## src/sv/lr_pkg.sv

```systemverilog
package lr_pkg;

  localparam int COORD_W = 6;
  localparam int GRAY_W  = 8;
  // Major span fits the coordinate width; signed minor delta needs one more bit.
  localparam int SPAN_W  = COORD_W;
  localparam int DELTA_W = COORD_W + 1;

  typedef logic [COORD_W-1:0] coord_t;
  typedef logic [GRAY_W-1:0]  gray_t;

  // Commands from the controller to the datapath.
  typedef struct packed {
    logic load;   // capture a new line command
    logic step;   // advance to the next pixel
  } lr_cmd_t;

  // Status from the datapath to the controller.
  typedef struct packed {
    logic span_zero;  // loaded line has no pixels
    logic last;       // current pixel is the final one
  } lr_sts_t;

  typedef enum logic [2:0] {
    ST_IDLE  = 3'b001,
    ST_CHECK = 3'b010,
    ST_EMIT  = 3'b100
  } lr_state_t;

endpackage

```

## src/sv/lr_if.sv

```systemverilog
interface lr_cmd_if import lr_pkg::*; ();
  logic   valid;
  logic   ready;
  coord_t start_x;
  coord_t start_y;
  coord_t end_x;
  coord_t end_y;
  gray_t  gray_level;

  modport source (output valid, start_x, start_y, end_x, end_y, gray_level, input ready);
  modport sink   (input valid, start_x, start_y, end_x, end_y, gray_level, output ready);
endinterface

interface lr_pixel_if import lr_pkg::*; ();
  logic   valid;
  logic   ready;
  coord_t pixel_x;
  coord_t pixel_y;
  gray_t  pixel_value;
  logic   last_pixel;

  modport source (output valid, pixel_x, pixel_y, pixel_value, last_pixel, input ready);
  modport sink   (input valid, pixel_x, pixel_y, pixel_value, last_pixel, output ready);
endinterface

```

## src/sv/lr_ctrl.sv

```systemverilog
module lr_ctrl import lr_pkg::*; (
  input  logic    clk,
  input  logic    rst,
  input  logic    cmd_valid,
  output logic    cmd_ready,
  output logic    pix_valid,
  input  logic    pix_ready,
  input  lr_sts_t sts,
  output lr_cmd_t ctl
);

  lr_state_t state;
  lr_state_t state_next;

  always_ff @(posedge clk) begin
    if (rst) begin
      state <= ST_IDLE;
    end else begin
      state <= state_next;
    end
  end

  always_comb begin
    state_next = state;
    unique case (state)
      ST_IDLE: begin
        if (cmd_valid) state_next = ST_CHECK;
      end
      ST_CHECK: begin
        state_next = sts.span_zero ? ST_IDLE : ST_EMIT;
      end
      ST_EMIT: begin
        if (pix_ready && sts.last) state_next = ST_IDLE;
      end
      default: state_next = ST_IDLE;
    endcase
  end

  assign cmd_ready = (state == ST_IDLE);
  assign pix_valid = (state == ST_EMIT);
  assign ctl.load  = cmd_ready && cmd_valid;
  assign ctl.step  = pix_valid && pix_ready && !sts.last;

endmodule

```

## src/sv/lr_datapath.sv

```systemverilog
module lr_datapath import lr_pkg::*; (
  input  logic    clk,
  input  logic    rst,
  input  lr_cmd_t ctl,
  output lr_sts_t sts,
  input  coord_t  start_x,
  input  coord_t  start_y,
  input  coord_t  end_x,
  input  coord_t  end_y,
  input  gray_t   gray_level,
  output coord_t  pixel_x,
  output coord_t  pixel_y,
  output gray_t   pixel_value
);

  // Line registers
  coord_t                    major_pos;
  coord_t                    minor_pos;
  logic [SPAN_W-1:0]         major_span;
  logic signed [DELTA_W-1:0] minor_span;
  logic [SPAN_W-1:0]         remain;
  logic [SPAN_W-1:0]         err;
  logic                      x_is_major;
  gray_t                     held_gray;

  // Setup logic on the incoming command
  logic signed [DELTA_W-1:0] dx;
  logic signed [DELTA_W-1:0] dy;
  logic [COORD_W-1:0]        adx;
  logic [COORD_W-1:0]        ady;
  logic                      xm;
  coord_t                    a1;
  coord_t                    b1;
  coord_t                    a2;
  coord_t                    b2;
  coord_t                    lo_major;
  coord_t                    lo_minor;
  coord_t                    hi_major;
  coord_t                    hi_minor;

  always_comb begin
    dx  = $signed({1'b0, end_x}) - $signed({1'b0, start_x});
    dy  = $signed({1'b0, end_y}) - $signed({1'b0, start_y});
    adx = dx[DELTA_W-1] ? COORD_W'(-dx) : dx[COORD_W-1:0];
    ady = dy[DELTA_W-1] ? COORD_W'(-dy) : dy[COORD_W-1:0];
    xm  = adx > ady;
    a1  = xm ? start_x : start_y;
    b1  = xm ? start_y : start_x;
    a2  = xm ? end_x   : end_y;
    b2  = xm ? end_y   : end_x;
    // Order endpoints so the major coordinate rises.
    if (a2 < a1) begin
      lo_major = a2;
      lo_minor = b2;
      hi_major = a1;
      hi_minor = b1;
    end else begin
      lo_major = a1;
      lo_minor = b1;
      hi_major = a2;
      hi_minor = b2;
    end
  end

  // Incremental floor division: remainder stays in [0, major_span).
  logic signed [DELTA_W:0] err_sum;
  logic [SPAN_W-1:0]       err_next;
  coord_t                  minor_next;

  always_comb begin
    err_sum    = $signed({2'b00, err}) + $signed({minor_span[DELTA_W-1], minor_span});
    err_next   = err_sum[SPAN_W-1:0];
    minor_next = minor_pos;
    priority if (err_sum < 0) begin
      err_next   = SPAN_W'(err_sum + $signed({2'b00, major_span}));
      minor_next = minor_pos - 1'b1;
    end else if (err_sum >= $signed({2'b00, major_span})) begin
      err_next   = SPAN_W'(err_sum - $signed({2'b00, major_span}));
      minor_next = minor_pos + 1'b1;
    end else begin
      err_next   = err_sum[SPAN_W-1:0];
    end
  end

  always_ff @(posedge clk) begin
    if (rst) begin
      major_pos  <= '0;
      minor_pos  <= '0;
      major_span <= '0;
      remain     <= '0;
      minor_span <= '0;
      err        <= '0;
      x_is_major <= 1'b0;
      held_gray  <= '0;
    end else if (ctl.load) begin
      major_pos  <= lo_major;
      minor_pos  <= lo_minor;
      major_span <= hi_major - lo_major;
      remain     <= hi_major - lo_major;
      minor_span <= $signed({1'b0, hi_minor}) - $signed({1'b0, lo_minor});
      err        <= '0;
      x_is_major <= xm;
      held_gray  <= gray_level;
    end else if (ctl.step) begin
      major_pos  <= major_pos + 1'b1;
      minor_pos  <= minor_next;
      err        <= err_next;
      remain     <= remain - 1'b1;
    end
  end

  assign sts.span_zero = (major_span == '0);
  assign sts.last      = (remain == SPAN_W'(1));

  assign pixel_x     = x_is_major ? major_pos : minor_pos;
  assign pixel_y     = x_is_major ? minor_pos : major_pos;
  assign pixel_value = held_gray;

endmodule

```

## src/sv/line_rasterizer_core.sv

```systemverilog
// Line rasterizer core.
//
// Channel cmd takes one line command per beat: two endpoints (start_x/start_y,
// end_x/end_y) and a gray_level. Channel pixel returns one pixel write per beat
// along the line's major axis, with last_pixel set on the final beat of a line.
// The endpoint with the higher major coordinate is not drawn; a command whose
// endpoints coincide produces no beats.
//
// After a command is taken the controller passes through ST_CHECK, then offers
// pixels from ST_EMIT; an empty line returns from ST_CHECK to idle. A line holds
// at most 63 pixels. One command is in flight at a time, and cmd.ready is low
// until the last pixel has been taken. For each pixel the minor coordinate
// advances via a running remainder: one add, then a compare-add or -subtract.
//
// When pixel.ready is low the current pixel beat is held unchanged until taken.
// Synchronous reset drops any line in progress and returns to idle with
// cmd.ready high.
module line_rasterizer_core import lr_pkg::*; (
  input  logic      clk,
  input  logic      rst,
  lr_cmd_if.sink    cmd,
  lr_pixel_if.source pixel
);

  lr_cmd_t ctl;
  lr_sts_t sts;

  lr_ctrl u_ctrl (
    .clk       (clk),
    .rst       (rst),
    .cmd_valid (cmd.valid),
    .cmd_ready (cmd.ready),
    .pix_valid (pixel.valid),
    .pix_ready (pixel.ready),
    .sts       (sts),
    .ctl       (ctl)
  );

  lr_datapath u_datapath (
    .clk         (clk),
    .rst         (rst),
    .ctl         (ctl),
    .sts         (sts),
    .start_x     (cmd.start_x),
    .start_y     (cmd.start_y),
    .end_x       (cmd.end_x),
    .end_y       (cmd.end_y),
    .gray_level  (cmd.gray_level),
    .pixel_x     (pixel.pixel_x),
    .pixel_y     (pixel.pixel_y),
    .pixel_value (pixel.pixel_value)
  );

  assign pixel.last_pixel = sts.last;

endmodule

```

## src/flat_wrapper.sv

```systemverilog
// flat-port wrapper written by rule: the top's interface ports become plain ports
module line_rasterizer_core_flat import lr_pkg::*;
  (clk, rst, cmd_valid, cmd_start_x, cmd_start_y, cmd_end_x, cmd_end_y, cmd_gray_level, cmd_ready, pixel_valid, pixel_pixel_x, pixel_pixel_y, pixel_pixel_value, pixel_last_pixel, pixel_ready);
  lr_cmd_if cmd_i ();
  lr_pixel_if pixel_i ();
  input  logic clk;
  input  logic rst;
  input wire logic [$bits(cmd_i.valid)-1:0] cmd_valid;
  input wire logic [$bits(cmd_i.start_x)-1:0] cmd_start_x;
  input wire logic [$bits(cmd_i.start_y)-1:0] cmd_start_y;
  input wire logic [$bits(cmd_i.end_x)-1:0] cmd_end_x;
  input wire logic [$bits(cmd_i.end_y)-1:0] cmd_end_y;
  input wire logic [$bits(cmd_i.gray_level)-1:0] cmd_gray_level;
  output wire logic [$bits(cmd_i.ready)-1:0] cmd_ready;
  output wire logic [$bits(pixel_i.valid)-1:0] pixel_valid;
  output wire logic [$bits(pixel_i.pixel_x)-1:0] pixel_pixel_x;
  output wire logic [$bits(pixel_i.pixel_y)-1:0] pixel_pixel_y;
  output wire logic [$bits(pixel_i.pixel_value)-1:0] pixel_pixel_value;
  output wire logic [$bits(pixel_i.last_pixel)-1:0] pixel_last_pixel;
  input wire logic [$bits(pixel_i.ready)-1:0] pixel_ready;
  assign cmd_i.valid = cmd_valid;
  assign cmd_i.start_x = cmd_start_x;
  assign cmd_i.start_y = cmd_start_y;
  assign cmd_i.end_x = cmd_end_x;
  assign cmd_i.end_y = cmd_end_y;
  assign cmd_i.gray_level = cmd_gray_level;
  assign cmd_ready = cmd_i.ready;
  assign pixel_valid = pixel_i.valid;
  assign pixel_pixel_x = pixel_i.pixel_x;
  assign pixel_pixel_y = pixel_i.pixel_y;
  assign pixel_pixel_value = pixel_i.pixel_value;
  assign pixel_last_pixel = pixel_i.last_pixel;
  assign pixel_i.ready = pixel_ready;
  line_rasterizer_core u_core (.clk(clk), .rst(rst), .cmd(cmd_i), .pixel(pixel_i));
endmodule
```

## config.mk

```make
export PLATFORM = sky130hd
export DESIGN_NAME = line_rasterizer_core_flat
export DESIGN_NICKNAME = d
export VERILOG_FILES = /design/src/sv/lr_pkg.sv /design/src/sv/lr_if.sv /design/src/sv/lr_ctrl.sv /design/src/sv/lr_datapath.sv /design/src/sv/line_rasterizer_core.sv /design/src/flat_wrapper.sv
export SDC_FILE = /design/constraint.sdc
export NUM_CORES = 1
export LEC_CHECK = 0
export ABC_AREA = 1
export BUFFER_PORTS_ARGS = -buffer_cell sky130_fd_sc_hd__buf_2
export CORE_MARGIN = 2
export CORE_UTILIZATION = 60
export CTS_CLUSTER_DIAMETER = 100
export CTS_CLUSTER_SIZE = 14
export DETAILED_ROUTE_END_ITERATION = 8
export PLACE_DENSITY = 0.84
export SLEW_MARGIN = 20
export SYNTH_ARGS = -nofsm -noshare
export SYNTH_HDL_FRONTEND = slang
export SYNTH_SLANG_ARGS = --single-unit
```

## constraint.sdc

```tcl
create_clock -name clk -period 12.34 [get_ports clk]
set_input_delay 1.234 -clock clk [delete_from_list [all_inputs] [get_ports clk]]
set_output_delay 1.234 -clock clk [all_outputs]
set_load 0.005 [all_outputs]
```

# Word level (Yosys, flattened, before mapping)

Index checks and enable logic that the tools add are counted.
W data, S select, Z words.

Register bits after elaboration: 49
Bits of input ports: 36
Output and inout port bits: 23

$add $sub $neg: 13
$lt $le $gt $ge: 4
Eq/ne operators: 6
Mux-type cells: 26
Reduce and logical (&&, ||, !) cells: 11

Operators by type and width:

| kind                  | count |
|---|---|
| $mux W6               | 22 |
| $sub A6 B6 Y7         | 3 |
| $add A6 B1 Y6 const B | 2 |
| $neg A6 Y6            | 2 |
| $sub A6 B1 Y6 const B | 2 |
| $sub A6 B6 Y6         | 2 |
| $mux W3               | 3 |
| $pmux W3 S3           | 1 |
| $add A7 B7 Y8         | 1 |
| $ge A8 B7 Y1          | 1 |
| $lt A8 B1 Y1 const B  | 1 |
| $add A6 B6 Y6         | 1 |
| $eq A6 B1 Y1 const B  | 1 |
| $gt A6 B6 Y1          | 1 |
| $logic_not A6 Y1      | 1 |
| $lt A6 B6 Y1          | 1 |
| $logic_and A1 B1 Y1   | 4 |
| $reduce_and A2 Y1     | 2 |
| $eq A3 B1 Y1 const B  | 1 |
| $eq A3 B2 Y1 const B  | 1 |
| $eq A3 B3 Y1 const B  | 1 |
| $reduce_bool A3 Y1    | 1 |
| $ne A2 B1 Y1 const B  | 1 |
| $ne A2 B2 Y1 const B  | 1 |
| 3 further kinds       | 3 |

# Logic depth before layout (Yosys ltp)

Depth in word-level cells: 9
Mapped depth: 47
Mapped depth without buffers: 42

# Hierarchy

From an unflattened synthesis, not the netlist that was laid out.

Cells, all modules: 752
Area, all modules: 5037.3 um^2

By module, submodules not included:

| module      | times used | cells each | area an instance (um^2) | seq. area each (um^2) |
|---|---|---|---|---|
| lr_datapath | 1          | 727        | 4874.7                  | 920.9 |
| lr_ctrl     | 1          | 25         | 162.7                   | 60.1 |

# Least setup slack after synthesis

OpenSTA, ideal clock, no wires.

Path kind: input to register
Start point: input port cmd_end_x[0]
End point: register u_core.u_datapath.minor_span[6]
Arrival time: 6720 ps
Required time: 12212 ps
Slack: 5493 ps
Stages: 39
Cells stage by stage: inv_1 ha_1 fa_1 inv_1 a21oi_1 o21bai_1 xor2_1 nand3b_1 nand2_1 xor2_1 inv_1 ha_1 a21oi_1 nand3_4 nand2_4 buf_6 buf_6 nand2_1 [3 not listed] nand2_1 inv_1 a221oi_1 nand2_1 nand2_4 nand2_8 buf_6 buf_4 buf_2 nand2_1 o21ai_0 ha_1 fa_1 o31ai_1 inv_1 nor2_1 o21a_1 o32ai_1

Cells in the longest elaborated chain, start to end: 8

RTL lines:

| what                              | RTL line                             | text |
|---|---|---|
| start: declaration                | flat_wrapper.sv:11                   | `input wire logic [$bits(cmd_i.end_x)-1:0] cmd_end_x;` |
| $sub A6 B6 Y7                     | lr_datapath.sv:42                    | `dx = $signed({1'b0, end_x}) - $signed({1'b0, start_x});` |
| $neg A6 Y6                        | lr_datapath.sv:44                    | `adx = dx[DELTA_W-1] ? COORD_W'(-dx) : dx[COORD_W-1:0];` |
| $mux W6                           | lr_datapath.sv:44                    |  |
| $gt A6 B6 Y1                      | lr_datapath.sv:46                    | `xm = adx > ady;` |
| $mux W6, on equally long branches | lr_datapath.sv:49, lr_datapath.sv:47 |  |
| $lt A6 B6 Y1                      | lr_datapath.sv:52                    | `if (a2 < a1) begin` |
| $mux W6                           | lr_datapath.sv:52                    |  |
| $sub A6 B6 Y7 (*)                 | lr_datapath.sv:100                   | `minor_span <= $signed({1'b0, hi_minor}) - $signed({1'b0, lo_minor});` |
| end signal: assignment            | lr_datapath.sv:100                   |  |
| end: declaration                  | lr_datapath.sv:20                    | `logic signed [DELTA_W-1:0] minor_span;` |

Every way passes the cells marked *; elsewhere a longest branch is shown, timed or not.
A chain may end at the register's enable or synchronous reset.

# Worst setup path in the final report

Start point: input port cmd_end_y[0]
End point: register u_core.u_datapath.minor_span[6]

Cells in the longest elaborated chain, start to end: 8

RTL lines:

| what                              | RTL line                             | text |
|---|---|---|
| start: declaration                | flat_wrapper.sv:12                   | `input wire logic [$bits(cmd_i.end_y)-1:0] cmd_end_y;` |
| $sub A6 B6 Y7                     | lr_datapath.sv:43                    | `dy = $signed({1'b0, end_y}) - $signed({1'b0, start_y});` |
| $neg A6 Y6                        | lr_datapath.sv:45                    | `ady = dy[DELTA_W-1] ? COORD_W'(-dy) : dy[COORD_W-1:0];` |
| $mux W6                           | lr_datapath.sv:45                    |  |
| $gt A6 B6 Y1                      | lr_datapath.sv:46                    |  |
| $mux W6, on equally long branches | lr_datapath.sv:49, lr_datapath.sv:47 |  |
| $lt A6 B6 Y1                      | lr_datapath.sv:52                    |  |
| $mux W6                           | lr_datapath.sv:52                    |  |
| $sub A6 B6 Y7 (*)                 | lr_datapath.sv:100                   |  |

Marked as above.

==> results.py <==
metrics = {
    "yosys": {
        "synth_compound_area_share_pct": 22.7,
        "syn_nets": 830,
        "synth_top_flop_cell": "dfxtp_1",
        "yosysWarnings": 0,
        "synth_mux_area_share_pct": 0,
        "syn-cell-area_um2": 4940,
        "syn_avg_cell_area_um2": 6.77,
        "synthArstFlopShare_pct": 0,
        "yosysSeqAreaShare_pct": 19.9,
        "synth_edf_count": 0,
        "syn_inst": 730,
        "synthSimpleGateAreaFrac_pct": 22.7,
        "synth_xor_area_share_pct": 5.32,
        "synth_top_family_by_area": "compound AO/OA/AOI/OAI gates",
        "synth-seq-cells": 49,
        "synth_cell_types": 49,
        "synth_adder_area_share_pct": 17.3,
    },
    "cells_and_area": {
        "finalInstanceArea_um2": 5370,
        "nets": 879,
        "synthToLayoutAreaGrowth_pct": 8.74,
        "nFillCells": 748,
        "drive_gt1_share_pct": 13.1,
        "num_antenna_cells": 0,
    },
    "clock_network": {
        "ctsResizeCount": 0,
        "cts.sinks": 49,
        "cts_tree": "done",
        "clk_pin_slew_ns": 0.10,
        "clockRootBuffer": "clkbuf_8",
        "cts_setup_buffers": 0,
        "hold_buffers": 0,
        "cts-htree-levels": 2,
        "cts_made_buffers": 5,
        "clk_latency_ns": 0.32,
        "cts_buffer_depth": 2,
    },
    "timing": {
        "fmax_ghz": 0.141,
        "min_period_ns": 7.09,
        "worst_pin_slew_ns": 0.557,
        "finalHoldViolCount": 0,
        "setup_tns_ns": 0,
        "rsz0062_at_grt": "no",
        "finClkSkew_ns": 0.0174,
        "setup_viol": 0,
        "max_slew_margin_pct": 62.8,
        "drv_slew": 0,
        "min_period_over_period_pct": 57.4,
    },
    "drt": {
        "vias": 5084,
        "routed_wirelength_um": 13000,
        "drtAntennaViolNets": 0,
        "dr.pass1.iters": 6,
        "drc_errors": 0,
        "wire_per_inst_um": 14.7,
        "dr.first_iter.drc_count": 340,
        "vias_per_cell": 5.74,
    },
    "floorplanning": {
        "core_um2": 8090,
        "num_rows": 33,
        "die_y_um": 94.7,
        "initial_utilization_pct": 61.1,
        "io_pins": 59,
        "die_w_um": 94.7,
        "die-area_um2": 8980,
    },
    "global_route": {
        "grt_antenna_before_repair": 0,
        "grt_max_degree": 51,
        "grt_pass1_vias": 4758,
        "grt_pass1_wl_um": 20900,
        "track_usage_pct": 29.3,
        "gr-total-overflow": 0,
    },
    "run_status": {
        "status": "complete, no violations",
    },
    "setup_path": {
        "crit_start": "cmd_end_y[0]",
        "worstPathMaxFanout": 50,
        "critical_path_class": "in2reg",
        "reg2reg_from": "u_core.u_datapath.minor_span[2]$_SDFFE_PP0P_",
        "cp_slowest_cell": "fa_1",
        "startpoint_type": "input pin",
        "cp_data_arrival_time_ns": 7.27,
        "max_stage_delay_ns": 0.41,
        "r2r_setup_slack_ns": 8.67,
        "critPathRequiredTime_ns": 12.53,
        "crit_path_end_kind": "flip-flop",
    },
    "worst_hold_path": {
        "hp-class": "reg2reg",
        "worstHoldStart": "u_core.u_datapath.major_span[5]$_SDFFE_PP0P_",
    },
    "place": {
        "place_area_um2": 5280,
        "gp_congestion": 0.981,
        "dp_hpwl_um": 10500,
        "numPortBuffers": 58,
    },
    "job": {
        "drv_cap": 0,
    },
}
cell type report:
type | count | area (µm²) | share of cell area (%)
Multi-Input combinational cell | 530 | 3360 | 62.5
Timing Repair Buffer | 61 | 313 | 5.82
Tap cell | 105 | 131 | 2.45
Clock buffer | 5 | 68.8 | 1.28
Clock inverter | 3 | 25.0 | 0.466
Sequential cell | 49 | 981 | 18.3
Inverter | 132 | 495 | 9.22
metal layers:
metal | share of wire [%] | global-route usage, % | vias up | wire length, µm
li1 | - | - | 2517 | -
met1 | 41 | 34.8 | 2311 | 5310
met2 | 48 | 50.9 | 203 | 6190
met3 | 7.0 | 4.71 | 53 | 908
met4 | 4.4 | 14.5 | 0 | 565
met5 | 0 | 0 | - | 0
flip-flops by register name, indices dropped and copies added, names as in the netlist:
signal,count
u_core.u_datapath.pixel_value,8
u_core.u_datapath.minor_span,7
u_core.u_datapath.err,6
u_core.u_datapath.major_pos,6
u_core.u_datapath.major_span,6
u_core.u_datapath.minor_pos,6
u_core.u_datapath.remain,6
u_core.u_ctrl.state,3
u_core.u_datapath.x_is_major,1
synthesized netlist by cell type, types with 2 or more instances:
cell | count | share of area, %
buf_4 | 2 | 0.30
o211ai_1 | 9 | 1.4
nand3_1 | 29 | 2.9
xnor2_1 | 6 | 1.1
nor2_1 | 43 | 3.3
o31ai_1 | 6 | 0.91
o21bai_1 | 4 | 0.61
ha_1 | 57 | 14
a22o_1 | 9 | 1.6
a211oi_1 | 2 | 0.30
a21oi_2 | 2 | 0.35
o22ai_1 | 6 | 0.76
a221oi_1 | 2 | 0.35
o21ai_0 | 70 | 7.1
nand2_1 | 136 | 10
and2_4 | 2 | 0.35
nor3_1 | 7 | 0.71
a21oi_1 | 43 | 4.4
buf_2 | 4 | 0.41
xor2_1 | 24 | 4.3
o21ai_2 | 4 | 0.71
nand2_4 | 4 | 0.91
nand4_1 | 6 | 0.76
fa_1 | 7 | 2.8
inv_2 | 4 | 0.30
inv_1 | 128 | 9.7
o221ai_1 | 5 | 0.89
nand2_2 | 8 | 1.0
nand3_2 | 2 | 0.41
o21ai_1 | 16 | 1.6
clkbuf_1 | 10 | 0.76
or2_1 | 2 | 0.25
dfxtp_1 | 49 | 20
a31oi_1 | 5 | 0.63
buf_6 | 3 | 0.68
through the flow:
stage	std cells	hold WS, ns	setup WS [ns]	util, %
final	885	0.472	5.25	66.4
after CTS	885	0.472	5.31	66.4
after global routing	885	0.497	4.69	66.4
after detailed placement	877	0.453	4.99	65.2
after floorplan	730	0.434	5.49	-
after global placement	877	0.450	5.37	65.2
layout by cell type, fill, tap and decap left out, drive strengths merged, types with 2 or more instances in the layout:
cell and count:
or2 4, nand2 149, o31ai 6, fa 7, xor2 24, o211ai 9
ha 57, clkbuf 5, o21ai 90, and2 2, nor3 8, a211oi 2
o21bai 4, buf 61, a22o 9, a221oi 2, o221ai 5, dfxtp 49
o22ai 6, nand3 32, a31oi 5, nand4 6, a21oi 46, xnor2 6
nor2 44, inv 134
worst max-delay path: cells and delay by family:
family                     cells  cell delay (ns)
AOI/OAI and AO/OA              8             1.68
adders and majority gates      6             1.94
and+or+nand+nor               11             1.55
buffers and inverters          6             0.42
xor gates and xnor gates       2             0.44
kinds of logic after synthesis:
group | count (synthesis)
and+or+nand+nor | 247
AOI/OAI and AO/OA | 189
xor gates and xnor gates | 30
buffers and inverters | 151
adders and majority gates | 64
DFF | 49
final timing paths:
| path | end | cells after the start |
|---|---|---|
| max | u_core.u_datapath.minor_span[6]$_SDFFE_PP0P_ | 33 |
| min | u_core.u_datapath.major_span[5]$_SDFFE_PP0P_ | 2 |
| max reg2reg | u_core.u_datapath.minor_pos[5]$_SDFFE_PP0P_ | 21 |
| min reg2reg | u_core.u_datapath.major_span[5]$_SDFFE_PP0P_ | 2 |
Power is not shown: default switching activity piles up to over one toggle a cycle in this logic, so the estimate is an artifact.
